### config.mk
export PLATFORM = sky130hd
export DESIGN_NAME = integer_field_formatter
export DESIGN_NICKNAME = d
export VERILOG_FILES = /design/src/rtl/core/iff_pkg.sv /design/src/rtl/core/integer_field_formatter.sv /design/src/rtl/core/iff_ctrl.sv /design/src/rtl/core/iff_datapath.sv
export SDC_FILE = /design/constraint.sdc
export NUM_CORES = 1
export LEC_CHECK = 0
export BUFFER_PORTS_ARGS = -buffer_cell sky130_fd_sc_hd__buf_2
export CAP_MARGIN = 40
export CORE_UTILIZATION = 56
export CTS_CLUSTER_SIZE = 12
export DETAILED_ROUTE_END_ITERATION = 10
export GPL_ROUTABILITY_DRIVEN = 0
export PLACE_DENSITY_LB_ADDON = 0.08
export SETUP_SLACK_MARGIN = 0.02
export SYNTH_ARGS = -nofsm -noshare
export SYNTH_HDL_FRONTEND = slang
export SYNTH_SLANG_ARGS = --single-unit
### constraint.sdc
create_clock -name clk -period 6 [get_ports clk]
set_input_delay 0.9 -clock clk [delete_from_list [all_inputs] [get_ports clk]]
set_output_delay 0.9 -clock clk [all_outputs]
set_load 0.05 [all_outputs]
### src/rtl/core/iff_pkg.sv
// Shared types and constants for the integer field formatter.
// Holds the controller state encoding, the command and status words
// between controller and datapath, and the ASCII codes used in the field.
package iff_pkg;

    typedef enum logic [4:0] {
        ST_IDLE  = 5'b00001,
        ST_CONV  = 5'b00010,
        ST_NORM  = 5'b00100,
        ST_SETUP = 5'b01000,
        ST_EMIT  = 5'b10000
    } iff_state_t;

    typedef struct packed {
        logic load;
        logic conv_step;
        logic norm_step;
        logic setup;
        logic emit;
    } iff_cmd_t;

    typedef struct packed {
        logic hex;
        logic conv_last;
        logic norm_done;
        logic emit_last;
    } iff_status_t;

    localparam logic [7:0] CHAR_SPACE = 8'h20;
    localparam logic [7:0] CHAR_MINUS = 8'h2d;
    localparam logic [7:0] CHAR_ZERO  = 8'h30;
    localparam logic [7:0] CHAR_A_LC  = 8'h61;
    localparam logic [7:0] CHAR_NONE  = 8'h00;

endpackage

### src/rtl/core/integer_field_formatter.sv
// Integer field formatter, printf style: %d or %x with width and precision.
// Top level; joins iff_ctrl and iff_datapath, uses iff_pkg.
//
// Each accepted word is one value to format; the block returns the field
// one character per output word, leading spaces, a minus for a negative
// decimal value, precision zeros, then the digits, with last set on the
// final character. An empty conversion gives a single word with char_valid
// low and last high. A decimal value is loaded, converted by the
// shift-add-3 BCD converter, stripped of leading zero digits down to at
// least one (NDIG = 10 digits at 32 bits) and set up; then one character
// is emitted per cycle while the output is not stalled. A hex value skips
// the converter. The next value is taken once the last character has
// entered the output register.
module integer_field_formatter #(
    parameter int VALUE_BITS = 32,
    parameter int MAX_FIELD  = 63
) (
    input  logic                  clk,
    input  logic                  rst_n,
    input  logic                  in_valid,
    output logic                  in_ready,
    input  logic                  mode,
    input  logic [VALUE_BITS-1:0] value,
    input  logic [5:0]            field_width,
    input  logic [5:0]            digit_precision,
    input  logic                  precision_given,
    output logic                  out_valid,
    input  logic                  out_ready,
    output logic [7:0]            out_char,
    output logic                  char_valid,
    output logic                  last
);
    import iff_pkg::*;

    iff_cmd_t    cmd;
    iff_status_t status;

    iff_ctrl u_ctrl (
        .clk       (clk),
        .rst_n     (rst_n),
        .in_valid  (in_valid),
        .in_ready  (in_ready),
        .out_valid (out_valid),
        .out_ready (out_ready),
        .status    (status),
        .cmd       (cmd)
    );

    iff_datapath #(
        .VALUE_BITS (VALUE_BITS),
        .MAX_FIELD  (MAX_FIELD)
    ) u_datapath (
        .clk             (clk),
        .rst_n           (rst_n),
        .cmd             (cmd),
        .status          (status),
        .mode            (mode),
        .value           (value),
        .field_width     (field_width),
        .digit_precision (digit_precision),
        .precision_given (precision_given),
        .out_char        (out_char),
        .char_valid      (char_valid),
        .last            (last)
    );

endmodule

### src/rtl/core/iff_ctrl.sv
// Sequencer of the integer field formatter.
// Steps through load, conversion, digit normalization, setup and emission;
// depends on iff_pkg for the state and the command and status words.
module iff_ctrl (
    input  logic                 clk,
    input  logic                 rst_n,
    input  logic                 in_valid,
    output logic                 in_ready,
    output logic                 out_valid,
    input  logic                 out_ready,
    input  iff_pkg::iff_status_t status,
    output iff_pkg::iff_cmd_t    cmd
);
    import iff_pkg::*;

    iff_state_t state_reg;
    iff_state_t state_next;
    logic       out_valid_reg;
    logic       out_valid_next;
    logic       emit;

    assign in_ready  = (state_reg == ST_IDLE);
    assign out_valid = out_valid_reg;
    // output register is free when empty or being taken this cycle
    assign emit = (state_reg == ST_EMIT) && (!out_valid_reg || out_ready);

    always_comb
    begin
        state_next    = state_reg;
        cmd           = '0;
        cmd.emit      = emit;
        unique case (state_reg)
            ST_IDLE:
            begin
                cmd.load = in_valid;
                if (in_valid)
                begin
                    state_next = ST_CONV;
                end
            end
            ST_CONV:
            begin
                cmd.conv_step = !status.hex;
                if (status.hex || status.conv_last)
                begin
                    state_next = ST_NORM;
                end
            end
            ST_NORM:
            begin
                if (status.norm_done)
                begin
                    state_next = ST_SETUP;
                end
                else
                begin
                    cmd.norm_step = 1'b1;
                end
            end
            ST_SETUP:
            begin
                cmd.setup  = 1'b1;
                state_next = ST_EMIT;
            end
            ST_EMIT:
            begin
                if (emit && status.emit_last)
                begin
                    state_next = ST_IDLE;
                end
            end
            default:
            begin
                state_next = ST_IDLE;
            end
        endcase
    end

    always_comb
    begin
        out_valid_next = out_valid_reg;
        if (emit)
        begin
            out_valid_next = 1'b1;
        end
        else if (out_ready)
        begin
            out_valid_next = 1'b0;
        end
    end

    always_ff @(posedge clk or negedge rst_n)
    begin
        if (!rst_n)
        begin
            state_reg     <= ST_IDLE;
            out_valid_reg <= 1'b0;
        end
        else
        begin
            state_reg     <= state_next;
            out_valid_reg <= out_valid_next;
        end
    end

endmodule

### src/rtl/core/iff_datapath.sv
// Datapath of the integer field formatter: magnitude, shift-add-3
// binary to BCD converter, digit normalizer, field counters and the
// output word register. Depends on iff_pkg; driven by iff_ctrl.
module iff_datapath #(
    parameter int VALUE_BITS = 32,
    parameter int MAX_FIELD  = 63
) (
    input  logic                    clk,
    input  logic                    rst_n,
    input  iff_pkg::iff_cmd_t       cmd,
    output iff_pkg::iff_status_t    status,
    input  logic                    mode,
    input  logic [VALUE_BITS-1:0]   value,
    input  logic [5:0]              field_width,
    input  logic [5:0]              digit_precision,
    input  logic                    precision_given,
    output logic [7:0]              out_char,
    output logic                    char_valid,
    output logic                    last
);
    import iff_pkg::*;

    localparam int DEC_DIGITS = (VALUE_BITS * 302) / 1000 + 1;
    localparam int HEX_DIGITS = (VALUE_BITS + 3) / 4;
    localparam int NDIG = (DEC_DIGITS > HEX_DIGITS) ? DEC_DIGITS : HEX_DIGITS;
    localparam int DW   = NDIG * 4;
    localparam int DCW  = $clog2(NDIG + 1);
    localparam int BCW  = $clog2(VALUE_BITS + 1);
    localparam int CW   = $clog2(MAX_FIELD + NDIG + 2);

    logic [VALUE_BITS-1:0] mag_reg, mag_next;
    logic [DW-1:0]         dig_reg, dig_next;
    logic [BCW-1:0]        bit_cnt_reg, bit_cnt_next;
    logic [DCW-1:0]        dig_cnt_reg, dig_cnt_next;
    logic                  neg_reg, neg_next;
    logic                  hex_reg, hex_next;
    logic                  suppress_reg, suppress_next;
    logic                  sign_reg, sign_next;
    logic                  empty_reg, empty_next;
    logic [CW-1:0]         prec_reg, prec_next;
    logic [CW-1:0]         width_reg, width_next;
    logic [CW-1:0]         spaces_reg, spaces_next;
    logic [CW-1:0]         zeros_reg, zeros_next;
    logic [CW-1:0]         remain_reg, remain_next;
    logic [7:0]            out_char_reg, out_char_next;
    logic                  char_valid_reg, char_valid_next;
    logic                  last_reg, last_next;

    logic                  in_neg;
    logic [VALUE_BITS-1:0] in_mag;
    logic [CW-1:0]         in_prec;
    logic [CW-1:0]         in_width;
    logic [DW-1:0]         dig_adj;
    logic [3:0]            top_digit;
    logic [7:0]            digit_char;
    logic [CW-1:0]         nd;
    logic [CW-1:0]         zeros_calc;
    logic [CW-1:0]         putlen;
    logic [CW-1:0]         total;
    logic                  word_last;

    assign in_neg    = !mode && value[VALUE_BITS-1];
    assign in_mag    = in_neg ? (~value + 1'b1) : value;
    assign in_prec   = precision_given ? CW'(digit_precision) : '0;
    assign in_width  = CW'(field_width);
    assign top_digit = dig_reg[DW-1 -: 4];
    assign digit_char = (top_digit >= 4'd10) ? (CHAR_A_LC + 8'(top_digit) - 8'd10)
                                             : (CHAR_ZERO + 8'(top_digit));
    assign word_last = empty_reg || (remain_reg == CW'(1));

    // add 3 to every BCD digit of five or more before the shift
    always_comb
    begin
        for (int i = 0; i < NDIG; i++)
        begin
            dig_adj[i*4 +: 4] = (dig_reg[i*4 +: 4] >= 4'd5) ? (dig_reg[i*4 +: 4] + 4'd3)
                                                            : dig_reg[i*4 +: 4];
        end
    end

    // field layout from the digit count
    always_comb
    begin
        nd         = suppress_reg ? '0 : CW'(dig_cnt_reg);
        zeros_calc = (prec_reg > nd) ? (prec_reg - nd) : '0;
        putlen     = CW'(neg_reg) + zeros_calc + nd;
        total      = (width_reg > putlen) ? width_reg : putlen;
    end

    always_comb
    begin
        mag_next         = mag_reg;
        dig_next         = dig_reg;
        bit_cnt_next     = bit_cnt_reg;
        dig_cnt_next     = dig_cnt_reg;
        neg_next         = neg_reg;
        hex_next         = hex_reg;
        suppress_next    = suppress_reg;
        sign_next        = sign_reg;
        empty_next       = empty_reg;
        prec_next        = prec_reg;
        width_next       = width_reg;
        spaces_next      = spaces_reg;
        zeros_next       = zeros_reg;
        remain_next      = remain_reg;
        out_char_next    = out_char_reg;
        char_valid_next  = char_valid_reg;
        last_next        = last_reg;

        if (cmd.load)
        begin
            neg_next      = in_neg;
            hex_next      = mode;
            mag_next      = in_mag;
            dig_next      = mode ? DW'(value) : '0;
            bit_cnt_next  = BCW'(VALUE_BITS);
            dig_cnt_next  = DCW'(NDIG);
            suppress_next = precision_given && (digit_precision == '0) && (value == '0);
            prec_next     = (in_prec > CW'(MAX_FIELD - 1)) ? CW'(MAX_FIELD - 1) : in_prec;
            width_next    = (in_width > CW'(MAX_FIELD)) ? CW'(MAX_FIELD) : in_width;
        end

        if (cmd.conv_step)
        begin
            dig_next     = {dig_adj[DW-2:0], mag_reg[VALUE_BITS-1]};
            mag_next     = {mag_reg[VALUE_BITS-2:0], 1'b0};
            bit_cnt_next = bit_cnt_reg - 1'b1;
        end

        // drop leading zero digits, keep at least one
        if (cmd.norm_step)
        begin
            dig_next     = {dig_reg[DW-5:0], 4'b0000};
            dig_cnt_next = dig_cnt_reg - 1'b1;
        end

        if (cmd.setup)
        begin
            zeros_next       = zeros_calc;
            spaces_next      = total - putlen;
            remain_next      = (total > CW'(MAX_FIELD)) ? CW'(MAX_FIELD) : total;
            empty_next       = (total == '0);
            sign_next        = neg_reg;
        end

        if (cmd.emit)
        begin
            last_next = word_last;
            if (empty_reg)
            begin
                out_char_next   = CHAR_NONE;
                char_valid_next = 1'b0;
            end
            else
            begin
                char_valid_next = 1'b1;
                remain_next     = remain_reg - 1'b1;
                priority if (spaces_reg != '0)
                begin
                    out_char_next = CHAR_SPACE;
                    spaces_next   = spaces_reg - 1'b1;
                end
                else if (sign_reg)
                begin
                    out_char_next = CHAR_MINUS;
                    sign_next     = 1'b0;
                end
                else if (zeros_reg != '0)
                begin
                    out_char_next = CHAR_ZERO;
                    zeros_next    = zeros_reg - 1'b1;
                end
                else
                begin
                    out_char_next    = digit_char;
                    dig_next         = {dig_reg[DW-5:0], 4'b0000};
                end
            end
        end
    end

    always_comb
    begin
        status.hex       = hex_reg;
        status.conv_last = (bit_cnt_reg == BCW'(1));
        status.norm_done = (dig_cnt_reg == DCW'(1)) || (top_digit != 4'd0);
        status.emit_last = word_last;
    end

    assign out_char   = out_char_reg;
    assign char_valid = char_valid_reg;
    assign last       = last_reg;

    always_ff @(posedge clk or negedge rst_n)
    begin
        if (!rst_n)
        begin
            mag_reg         <= '0;
            dig_reg         <= '0;
            bit_cnt_reg     <= '0;
            dig_cnt_reg     <= '0;
            neg_reg         <= 1'b0;
            hex_reg         <= 1'b0;
            suppress_reg    <= 1'b0;
            sign_reg        <= 1'b0;
            empty_reg       <= 1'b0;
            prec_reg        <= '0;
            width_reg       <= '0;
            spaces_reg      <= '0;
            zeros_reg       <= '0;
            remain_reg      <= '0;
            out_char_reg    <= '0;
            char_valid_reg  <= 1'b0;
            last_reg        <= 1'b0;
        end
        else
        begin
            mag_reg         <= mag_next;
            dig_reg         <= dig_next;
            bit_cnt_reg     <= bit_cnt_next;
            dig_cnt_reg     <= dig_cnt_next;
            neg_reg         <= neg_next;
            hex_reg         <= hex_next;
            suppress_reg    <= suppress_next;
            sign_reg        <= sign_next;
            empty_reg       <= empty_next;
            prec_reg        <= prec_next;
            width_reg       <= width_next;
            spaces_reg      <= spaces_next;
            zeros_reg       <= zeros_next;
            remain_reg      <= remain_next;
            out_char_reg    <= out_char_next;
            char_valid_reg  <= char_valid_next;
            last_reg        <= last_next;
        end
    end

endmodule
==> results of run 1 <==
-- Yosys cell counts (6+ instances only) --
library cell / instances
sky130_fd_sc_hd__dfrtp_1: 134
sky130_fd_sc_hd__o21ai_0: 129
sky130_fd_sc_hd__nand2_1: 117
sky130_fd_sc_hd__a21oi_1: 66
sky130_fd_sc_hd__nor2_1: 66
sky130_fd_sc_hd__inv_1: 52
sky130_fd_sc_hd__nand3_1: 51
sky130_fd_sc_hd__ha_1: 50
sky130_fd_sc_hd__clkbuf_1: 47
sky130_fd_sc_hd__nor3_1: 35
sky130_fd_sc_hd__a22oi_1: 33
sky130_fd_sc_hd__xnor2_1: 33
sky130_fd_sc_hd__nand2b_1: 31
sky130_fd_sc_hd__xor2_1: 19
sky130_fd_sc_hd__o21ai_1: 16
sky130_fd_sc_hd__or3_1: 16
sky130_fd_sc_hd__mux2i_1: 13
sky130_fd_sc_hd__o211ai_1: 13
sky130_fd_sc_hd__a31oi_1: 11
sky130_fd_sc_hd__a211oi_1: 10
sky130_fd_sc_hd__a32oi_1: 10
sky130_fd_sc_hd__nor4_1: 9
sky130_fd_sc_hd__nor2b_1: 8
sky130_fd_sc_hd__o31ai_1: 7
sky130_fd_sc_hd__a221oi_1: 6
-- worst paths after layout --
check,from,end,slack [ns],cells past startpoint
max,u_datapath.dig_cnt_reg[0]$_DFFE_PN0P_,u_datapath.spaces_reg[5]$_DFF_PN0_,0.1,31
min,rst_n,u_datapath.prec_reg[4]$_DFFE_PN0P_,0.36,1
max reg2reg,u_datapath.dig_cnt_reg[0]$_DFFE_PN0P_,u_datapath.spaces_reg[5]$_DFF_PN0_,0.1,31
min reg2reg,u_datapath.char_valid$_DFFE_PN0P_,u_datapath.char_valid$_DFFE_PN0P_,0.47,2
max in group asynchronous,rst_n,u_datapath.zeros_reg[5]$_DFF_PN0_,4.44,3
min in group clk,u_datapath.char_valid$_DFFE_PN0P_,u_datapath.char_valid$_DFFE_PN0P_,0.47,2
-- layout by cell type (no fill, tap or decap), types with 29 or more instances in the layout --
master / synthesis / routed
sky130_fd_sc_hd__o21ai_0: 129 / 126
sky130_fd_sc_hd__nand2_1: 117 / 115
sky130_fd_sc_hd__nor3_1: 35 / 34
sky130_fd_sc_hd__xnor2_1: 33 / 32
sky130_fd_sc_hd__dfrtp_1: 134 / 133
sky130_fd_sc_hd__buf_4: 1 / 29
sky130_fd_sc_hd__a21oi_1: 66 / 62
sky130_fd_sc_hd__nand3_1: 51 / 49
sky130_fd_sc_hd__inv_1: 52 / 50
sky130_fd_sc_hd__a22oi_1: 33 / 33
sky130_fd_sc_hd__ha_1: 50 / 47
sky130_fd_sc_hd__nand2b_1: 31 / 29
sky130_fd_sc_hd__nor2_1: 66 / 61
sky130_fd_sc_hd__buf_2: 4 / 59
-- metrics by stage --
stage | utilization [%] | instance area, um^2
3_3_place_gp | 60.9 | 9670
2_1_floorplan | - | 9110
4_1_cts | 65.4 | 10400
5_1_grt | 66.7 | 10600
6_report | 66.7 | 10600
3_5_place_dp | 61.6 | 9780
-- report_power, final --
group,switching [uW],internal [uW],total (uW)
clock network,412,674,1090
registers,379,1270,1650
logic,2800,2270,5070
-- cell type report --
| class | instances | area (um^2) | area share [%] |
|---|---|---|---|
| timing repair buffer | 94 | 647 | 6.11 |
| clock inverter | 12 | 150 | 1.42 |
| inverter | 52 | 195 | 1.84 |
| multi-input combinational | 836 | 5490 | 51.8 |
| sequential | 135 | 3380 | 31.9 |
| clock buffer | 20 | 457 | 4.31 |
| antenna | 3 | 7.51 | 0.0709 |
| tap | 216 | 270 | 2.55 |
-- per-layer routing --
metal / GRT usage, % / vias up / part of all wire, %
li1: - / 4009 / -
met1: 37.9 / 3968 / 44
met2: 51.0 / 230 / 48
met5: 0 / - / 0
met4: 13.6 / 0 / 3.5
met3: 5.20 / 56 / 4.3
-- cell families after synthesis --
group,count (synthesis),share of synthesized area (%)
simple gates,372,20.1
compound gates,340,23.3
flops,135,37.2
buf+inv,109,4.60
fa+ha+maj,53,7.54
xor+xnor,53,5.19
mux,17,2.01
other cells,1,0.0412
-- worst reg2reg max path: cells and delay by family (launching register included) --
family | cells | cell delay [ns]
AOI/OAI and AO/OA | 10 | 1.57
muxes | 1 | 0.33
xor gates and xnor gates | 2 | 0.32
adders and majority gates | 4 | 1.21
buffers and inverters | 3 | 0.21
and+or+nand+nor | 11 | 1.76
DFF | 1 | 0.40
-- repair_timing --
item | 4_1_cts | 5_1_grt
setup buffers | 0 | 6
hold endpoints to repair | 0 | 0
pin swaps | 0 | 17
hold buffers | 0 | 0
endpoints found under the setup margin | 2 | 6
resized for setup | 1 | 33
==> impl_metrics.ini, run 1 <==
[outcome]
status = complete, no violations

[hold_path]
hold_crit_path_type = in2async

[synthesis]
synth_edf_count = 0
synth-seq-area-share_pct = 37.2
yosys_register_bits = 135
synth_top_flop_cell = sky130_fd_sc_hd__dfrtp_1
synthesized_netlist_net_count = 1183
synthCells = 1080
postSynthAreaPerCell_um2 = 8.42
synth_area_leader_cell = sky130_fd_sc_hd__dfrtp_1
netlist_area_um2 = 9090
post_synth_num_cell_types = 75
synthesis.yosys.warnings = 0
synth-async-reset-ratio_pct = 100
synth_top_area_share_pct = 36.9
post_synth_main_area_contributors = sky130_fd_sc_hd__dfrtp_1 37%, sky130_fd_sc_hd__o21ai_0 7.1%, sky130_fd_sc_hd__ha_1 6.9%, sky130_fd_sc_hd__nand2_1 4.8%, sky130_fd_sc_hd__a21oi_1 3.6%

[timing]
period_share_pct = 98.3
fin_ws_ns = 0.0990
post-route-min-period_ns = 5.90
peak_clock_frequency_supported_by_timing_mhz = 169
worst_clock_skew_ns = 0.00943
worst_slew_pin_slew_ns = 0.922
fin_tns_setup_ns = 0
fin_hold_ws_ns = 0.358
hold_viol = 0
slew_headroom_pct = 38.5
timing_max_transition_violations_final = 0
report.final.setup_viol = 0

[pwr]
p_leak_uw = 0.00465
powerDensity_nw_per_um2 = 737
peakVddDrop_mv = 0.537
total_power_uw = 7800

[critical_path]
critPathBufInv = 3
crit_family = simple AND/OR/NAND/NOR gates
crit_path_end_kind = flip-flop
worst_setup_path_start_kind = flip-flop
critPathArrivalTime_ns = 6.20
critPathMostFrequentCell = sky130_fd_sc_hd__ha_1
required_time_of_the_critical_path_ns = 6.30
critical-path-slowest-cell = sky130_fd_sc_hd__or4_4
max_stage_delay_ns = 0.50
worstSetupPathType = reg2reg
timing.critical_path.fanout_max = 3

[detailed_routing]
detailroute.via_count = 8263
detailedRoute.firstIterationViolations = 547
drcViolationCount = 0
via_per_inst = 6.04
drtAntennaViolNets = 0
finalWirelength_um = 24400
first_pass_iters = 5
wl_per_cell_um = 17.9

[cells_and_area]
post_route_insts_no_fill = 1368
areaGrowthSynthToFinish_pct = 16.5
num-fill-cells = 1370
flip_flop_count_of_the_largest_register_after_layout = 40
drive_above_1_share_pct = 15.7
net_count_final = 1239

[die]
floorplan.io_pins = 62
die-area_um2 = 16700
start_util_pct = 57.2
floorplan.rows = 46
die_span_in_x_um = 129
core_area_um2 = 15900
chipHeight_um = 129

[grt]
global_route.overflow_total = 0
pin_count_of_the_biggest_net_entering_global_routing = 69
number_of_global_route_vias_before_repair = 7917
global_route_wire_length_before_repair_um = 39300
antenna_found_initial = 3
globalRouteTotalUtil_pct = 30.2

[cts]
cts_htree_levels = 4
insertion_delay_ns = 0.43
cts-root-buf = sky130_fd_sc_hd__clkbuf_16
cts_made_buffers = 17
cts_num_sinks = 135
cts_tree = built
clk_pin_slew_worst_paths_ns = 0.06
clk_path_buf_depth = 2

[placement]
placedCellCount = 1327
io_buffers = 60
worst_slack_after_detailed_placement_ns = 0.0120
detailedPlacementHpwl_um = 16700

[job]
cap_viol_max_count = 0
No activity file was read; power rests on OpenSTA's default activity.
==> run 2: changes to the inputs <==
--- a/config.mk
+++ b/config.mk
@@ -7,6 +7,7 @@
 export LEC_CHECK = 0
 export BUFFER_PORTS_ARGS = -buffer_cell sky130_fd_sc_hd__buf_2
 export CAP_MARGIN = 40
+export CORE_MARGIN = 2
 export CORE_UTILIZATION = 56
 export CTS_CLUSTER_SIZE = 12
 export DETAILED_ROUTE_END_ITERATION = 10
==> run 2 against run 1 <==
  * Design area shrank 1.2%
  * Clock power barely moved
  * Sequential cell count is the same
  * Non-clock buffer count is 3 lower
  * First-iteration DRC count is 24% higher
==> impl_metrics.ini, run 2 (same netlist as run 1, synthesis figures left out) <==
[outcome]
status = complete, no violations

[die]
start_util_pct = 57.2
core_area_um2 = 15900
chipHeight_um = 131
die_span_in_x_um = 131
floorplan.io_pins = 62
die-area_um2 = 17300
floorplan.rows = 46

[detailed_routing]
via_per_inst = 6.07
detailroute.via_count = 8262
drcViolationCount = 0
wl_per_cell_um = 17.7
detailedRoute.firstIterationViolations = 680
drtAntennaViolNets = 0
finalWirelength_um = 24100
first_pass_iters = 5

[hold_path]
launch_point_of_the_worst_hold_path = u_datapath.prec_reg[3]$_DFFE_PN0P_
hold_crit_path_type = reg2reg
min_path_cells = 2

[placement]
placed_inst_area_um2 = 9660
io_buffers = 60
worst_slack_after_detailed_placement_ns = 0.121
detailedPlacementHpwl_um = 16200

[cells_and_area]
commonest_non_fill_non_tap_cell_in_the_layout = sky130_fd_sc_hd__dfrtp_1
mostFrequentLayoutCells = 133 x sky130_fd_sc_hd__dfrtp_1, 127 x sky130_fd_sc_hd__o21ai_0, 115 x sky130_fd_sc_hd__nand2_1
drive_above_1_share_pct = 15.2
num-fill-cells = 1381
net_count_final = 1236
n_antenna_cell = 0
finalInstanceArea_um2 = 10500
layout.area.seq_um2 = 3380
flip_flop_count_of_the_largest_register_after_layout = 40
multi_input_area_um2 = 5470
areaGrowthSynthToFinish_pct = 15.2

[timing]
slew_headroom_pct = 39.3
worst_slew_pin_slew_ns = 0.909
hold_viol = 0
rsz0062_at_grt = yes
period_share_pct = 96.2
fin_ws_ns = 0.225
timing_max_transition_violations_final = 0
worst_clock_skew_ns = 0.00978
peak_clock_frequency_supported_by_timing_mhz = 173
report.final.setup_viol = 0
post-route-min-period_ns = 5.77

[grt]
global_route.overflow_total = 0
number_of_global_route_vias_before_repair = 7918
pin_count_of_the_biggest_net_entering_global_routing = 85
antenna_found_initial = 0
global_route_wire_length_before_repair_um = 39900
globalRouteTotalUtil_pct = 28.6

[critical_path]
worst_setup_path_startpoint = u_datapath.dig_cnt_reg[0]$_DFFE_PN0P_
critPathMostFrequentCell = sky130_fd_sc_hd__inv_1
r2r-start = u_datapath.dig_cnt_reg[0]$_DFFE_PN0P_
critPathBufInv = 5
worst_setup_path_start_kind = flip-flop
critPathArrivalTime_ns = 6.09
worstSetupPathType = reg2reg
required_time_of_the_critical_path_ns = 6.31
critical_path_cell_count = 31
critical-path-slowest-cell = sky130_fd_sc_hd__or4_4
timing.critical_path.fanout_max = 4
r2r.worst_path.cells = 31
crit_family = simple AND/OR/NAND/NOR gates
crit_path_end_kind = flip-flop
max_stage_delay_ns = 0.49

[cts]
insertion_delay_ns = 0.43
cts-root-buf = sky130_fd_sc_hd__clkbuf_16
cts_num_sinks = 135
hold_fix_buffer_count_after_cts = 0
cts_htree_levels = 4
cts_made_buffers = 17
clk_path_buf_depth = 2
cts_tree = built
clk_pin_slew_worst_paths_ns = 0.06

[pwr]
peakVddDrop_mv = 0.771
p_leak_uw = 0.00461
powerDensity_nw_per_um2 = 726

[job]
cap_viol_max_count = 0
-- run 2: worst paths after layout --
| check | to | slack [ns] |
|---|---|---|
| setup / recovery | u_datapath.spaces_reg[4]$_DFF_PN0_ | 0.23 |
| hold / removal | u_datapath.prec_reg[3]$_DFFE_PN0P_ | 0.48 |
| setup reg to reg | u_datapath.spaces_reg[4]$_DFF_PN0_ | 0.23 |
| hold reg to reg | u_datapath.prec_reg[3]$_DFFE_PN0P_ | 0.48 |
| max in group asynchronous | u_datapath.suppress_reg$_DFFE_PN0P_ | 4.25 |
| min in group asynchronous | u_datapath.prec_reg[4]$_DFFE_PN0P_ | 0.54 |
-- run 2: worst register-to-register path: cells and delay by family (launching register included) --
kind / cells / cell delay [ns]
compound gates: 9 / 1.54
flops: 1 / 0.40
buf+inv: 5 / 0.35
fa+ha+maj: 4 / 1.12
xor+xnor: 1 / 0.16
mux: 1 / 0.34
simple gates: 11 / 1.75
-- run 2: layer usage --
layer	GRT usage, %	part of all wire [%]	vias to the layer above
met5	0	0	-
met4	9.66	2.6	0
met3	4.86	4.3	37
met2	47.6	49	237
met1	37.8	44	3989
li1	-	-	3999
-- run 2: timing repair --
item | CTS | global route
gates resized for setup | 0 | 28
buffers inserted | 0 | 8
setup endpoints to repair | 0 | 6
-- run 2: final cells by class --
| class | count | share of cell area (%) |
|---|---|---|
| Multi-Input combinational cell | 836 | 52.2 |
| Sequential cell | 135 | 32.3 |
| Timing Repair Buffer | 91 | 5.15 |
| Clock buffer | 20 | 4.46 |
| Clock inverter | 12 | 1.43 |
| Tap cell | 216 | 2.58 |
| Inverter | 52 | 1.86 |
-- run 2: stage by stage --
stage | setup TNS, ns | util [%] | instances | power [uW] | hold slack, ns
6_report | 0 | 65.9 | 1362 | 7600 | 0.480
5_1_grt | -0.395 | 65.9 | 1362 | 8250 | 0.514
4_1_cts | 0 | 64.7 | 1354 | 7030 | 0.488
3_5_place_dp | 0 | 60.8 | 1322 | 5890 | 0.473
3_3_place_gp | 0 | 60.8 | 1322 | 5830 | 0.467
2_1_floorplan | 0 | - | 1080 | 4910 | 0.445
-- run 2: report_power, final --
group,switching [uW],internal (uW)
combinational,2700,2160
sequential,374,1270
clock,413,685
==> run 3: changes to the inputs <==
--- a/config.mk
+++ b/config.mk
@@ -8,7 +8,7 @@
 export BUFFER_PORTS_ARGS = -buffer_cell sky130_fd_sc_hd__buf_2
 export CAP_MARGIN = 40
 export CORE_MARGIN = 2
-export CORE_UTILIZATION = 56
+export CORE_UTILIZATION = 62
 export CTS_CLUSTER_SIZE = 12
 export DETAILED_ROUTE_END_ITERATION = 10
 export GPL_ROUTABILITY_DRIVEN = 0
==> constraint.sdc (replaced) <==
create_clock -name clk -period 6.3 [get_ports clk]
set_input_delay 0.945 -clock clk [delete_from_list [all_inputs] [get_ports clk]]
set_output_delay 0.945 -clock clk [all_outputs]
set_load 0.05 [all_outputs]
==> run 3 against run 2 <==
  * Clock-buffer cell count rose by 3
  * Total power is 7.6% lower
  * Utilization increased by 5.6 points
  * Routed wire length is 1.8% lower
  * First-iteration DRC count shrank 1.6%
  * Setup slack got worse by 0.054 ns
  * Die area is 9.4% lower
  * Final cell count decreased by 2.9%
  * Maximum frequency down 5.8%
  * Design area decreased by 1.5%
  * Register-to-register slack got worse by 0.05 ns
  * Clock power shrank 6%
==> impl_metrics.ini, run 3 (same netlist as run 1, synthesis figures left out) <==
[cells_and_area]
mostFrequentLayoutCells = 133 x sky130_fd_sc_hd__dfrtp_1, 126 x sky130_fd_sc_hd__o21ai_0, 115 x sky130_fd_sc_hd__nand2_1
multi_input_area_um2 = 5430
areaGrowthSynthToFinish_pct = 13.5
layout.area.seq_um2 = 3380
net_count_final = 1227
post_route_insts_no_fill = 1322
commonest_non_fill_non_tap_cell_in_the_layout = sky130_fd_sc_hd__dfrtp_1
flip_flop_count_of_the_largest_register_after_layout = 40
finalInstanceArea_um2 = 10300
drive_above_1_share_pct = 13.8
num-fill-cells = 1161

[pwr]
powerDensity_nw_per_um2 = 680
peakVddDrop_mv = 0.475
p_leak_uw = 0.00457

[critical_path]
r2r-start = u_datapath.dig_cnt_reg[0]$_DFFE_PN0P_
worstSetupPathType = reg2reg
critical_path.reg2reg.endpoint = u_datapath.spaces_reg[4]$_DFF_PN0_
worst_setup_path_start_kind = flip-flop
regToRegSetupSlack_ns = 0.17
required_time_of_the_critical_path_ns = 6.61
r2r.worst_path.cells = 32
critPathMostFrequentCell = sky130_fd_sc_hd__inv_1
timing.critical_path.fanout_max = 6
critPathArrivalTime_ns = 6.44
critical-path-slowest-cell = sky130_fd_sc_hd__or4_4
max_stage_delay_ns = 0.53
crit_path_end_kind = flip-flop

[detailed_routing]
met3WireLength_um = 1200
drcViolationCount = 0
wl_met2_um = 11800
drtAntennaViolNets = 0
m1WireLength_um = 10100
via_per_inst = 6.31
detailedRoute.firstIterationViolations = 669
detailroute.via_count = 8338
highest_layer = met4
wl_per_cell_um = 17.9
first_pass_iters = 5
finalWirelength_um = 23700

[hold_path]
hold_crit_path_type = reg2reg
launch_point_of_the_worst_hold_path = u_datapath.bit_cnt_reg[5]$_DFFE_PN0P_
holdPathEnd = u_datapath.bit_cnt_reg[5]$_DFFE_PN0P_
min_path_cells = 1

[cts]
clk_pin_slew_worst_paths_ns = 0.06
cts_tree = built
cts_made_buffers = 17
cts_num_sinks = 135
cts-root-buf = sky130_fd_sc_hd__clkbuf_16
cts_htree_levels = 4
insertion_delay_ns = 0.42
hold_fix_buffer_count_after_cts = 0
clk_path_buf_depth = 2

[die]
floorplan.rows = 44
start_util_pct = 63.0
core_area_um2 = 14400
chipHeight_um = 125
floorplan.io_pins = 62
die-area_um2 = 15600
die_span_in_x_um = 125

[placement]
placed_inst_area_um2 = 9550
detailedPlacementHpwl_um = 15900
io_buffers = 60
placedCellCount = 1283

[grt]
global_route_wire_length_before_repair_um = 39200
antenna_found_initial = 1
number_of_global_route_vias_before_repair = 7968
global_route.overflow_total = 0
globalRouteTotalUtil_pct = 30.7
pin_count_of_the_biggest_net_entering_global_routing = 85

[timing]
period_share_pct = 97.3
peak_clock_frequency_supported_by_timing_mhz = 163
hold_viol = 0
post-route-min-period_ns = 6.13
worst_clock_skew_ns = 0.00886
report.final.setup_viol = 0
slew_headroom_pct = 43.9
timing_max_transition_violations_final = 0
worst_slew_pin_slew_ns = 0.835

[job]
cap_viol_max_count = 0

[outcome]
status = complete, no violations
-- run 3: report_power, final --
group | internal [uW] | switching [uW]
Combinational | 1970 | 2450
Sequential | 1210 | 356
Clock | 651 | 375
Total | 3840 | 3180
-- run 3: final cells by class --
type,count,area share (%)
multi-input combinational,836,52.6
sequential,135,32.8
clock buffer,23,4.63
timing repair buffer,82,4.62
tap,184,2.23
inverter,52,1.89
clock inverter,9,1.19
antenna,1,0.0243
-- run 3: worst max-delay path: cells and delay by family (launching register included) --
family / cells / cell delay [ns]
buffers and inverters: 5 / 0.38
XOR/XNOR: 1 / 0.15
flip-flops: 1 / 0.42
AND/OR/NAND/NOR: 11 / 1.90
AO/OA/AOI/OAI: 9 / 1.55
adder cells (fa/ha/maj): 5 / 1.43
multiplexers: 1 / 0.15
-- run 3: how the worst max path moves through the flow --
stage	start	slack [ns]	endpoint	cells past startpoint
floorplan	u_datapath.suppress_reg$_DFFE_PN0P_	0.24	u_datapath.spaces_reg[6]$_DFF_PN0_	31
detailed placement	u_datapath.suppress_reg$_DFFE_PN0P_	-0.03	u_datapath.spaces_reg[6]$_DFF_PN0_	31
CTS	u_datapath.suppress_reg$_DFFE_PN0P_	0.05	u_datapath.spaces_reg[6]$_DFF_PN0_	31
global placement	u_datapath.suppress_reg$_DFFE_PN0P_	0.13	u_datapath.spaces_reg[6]$_DFF_PN0_	31
global route	u_datapath.dig_cnt_reg[0]$_DFFE_PN0P_	-0.14	u_datapath.spaces_reg[4]$_DFF_PN0_	32
finish	u_datapath.dig_cnt_reg[0]$_DFFE_PN0P_	0.17	u_datapath.spaces_reg[4]$_DFF_PN0_	32
-- run 3: through the flow --
step                      setup TNS (ns)  hold slack [ns]  worst slack [ns]  utilization [%]  power [uW]
after floorplan                        0            0.445             0.244                -        4640
after global placement                 0            0.460             0.132             66.1        5440
after detailed placement         -0.0276            0.473           -0.0276             66.2        5530
after CTS                              0            0.483            0.0460             70.5        6600
after global routing              -0.309            0.493            -0.138             71.5        7610
final                                  0            0.478             0.171             71.5        7020
-- run 3: per-layer routing --
metal / GRT usage (%) / vias to the layer above
met2: 52.6 / 268
met5: 0 / -
met4: 10.7 / 0
met3: 5.56 / 42
met1: 39.3 / 4041
li1: - / 3987
-- run 3: timing repair --
item | 4_1_cts | 5_1_grt
setup buffers | 0 | 6
hold endpoints to repair | 0 | 0
gates resized for setup | 3 | 25
pin swaps | 0 | 12
endpoints found under the setup margin | 3 | 6
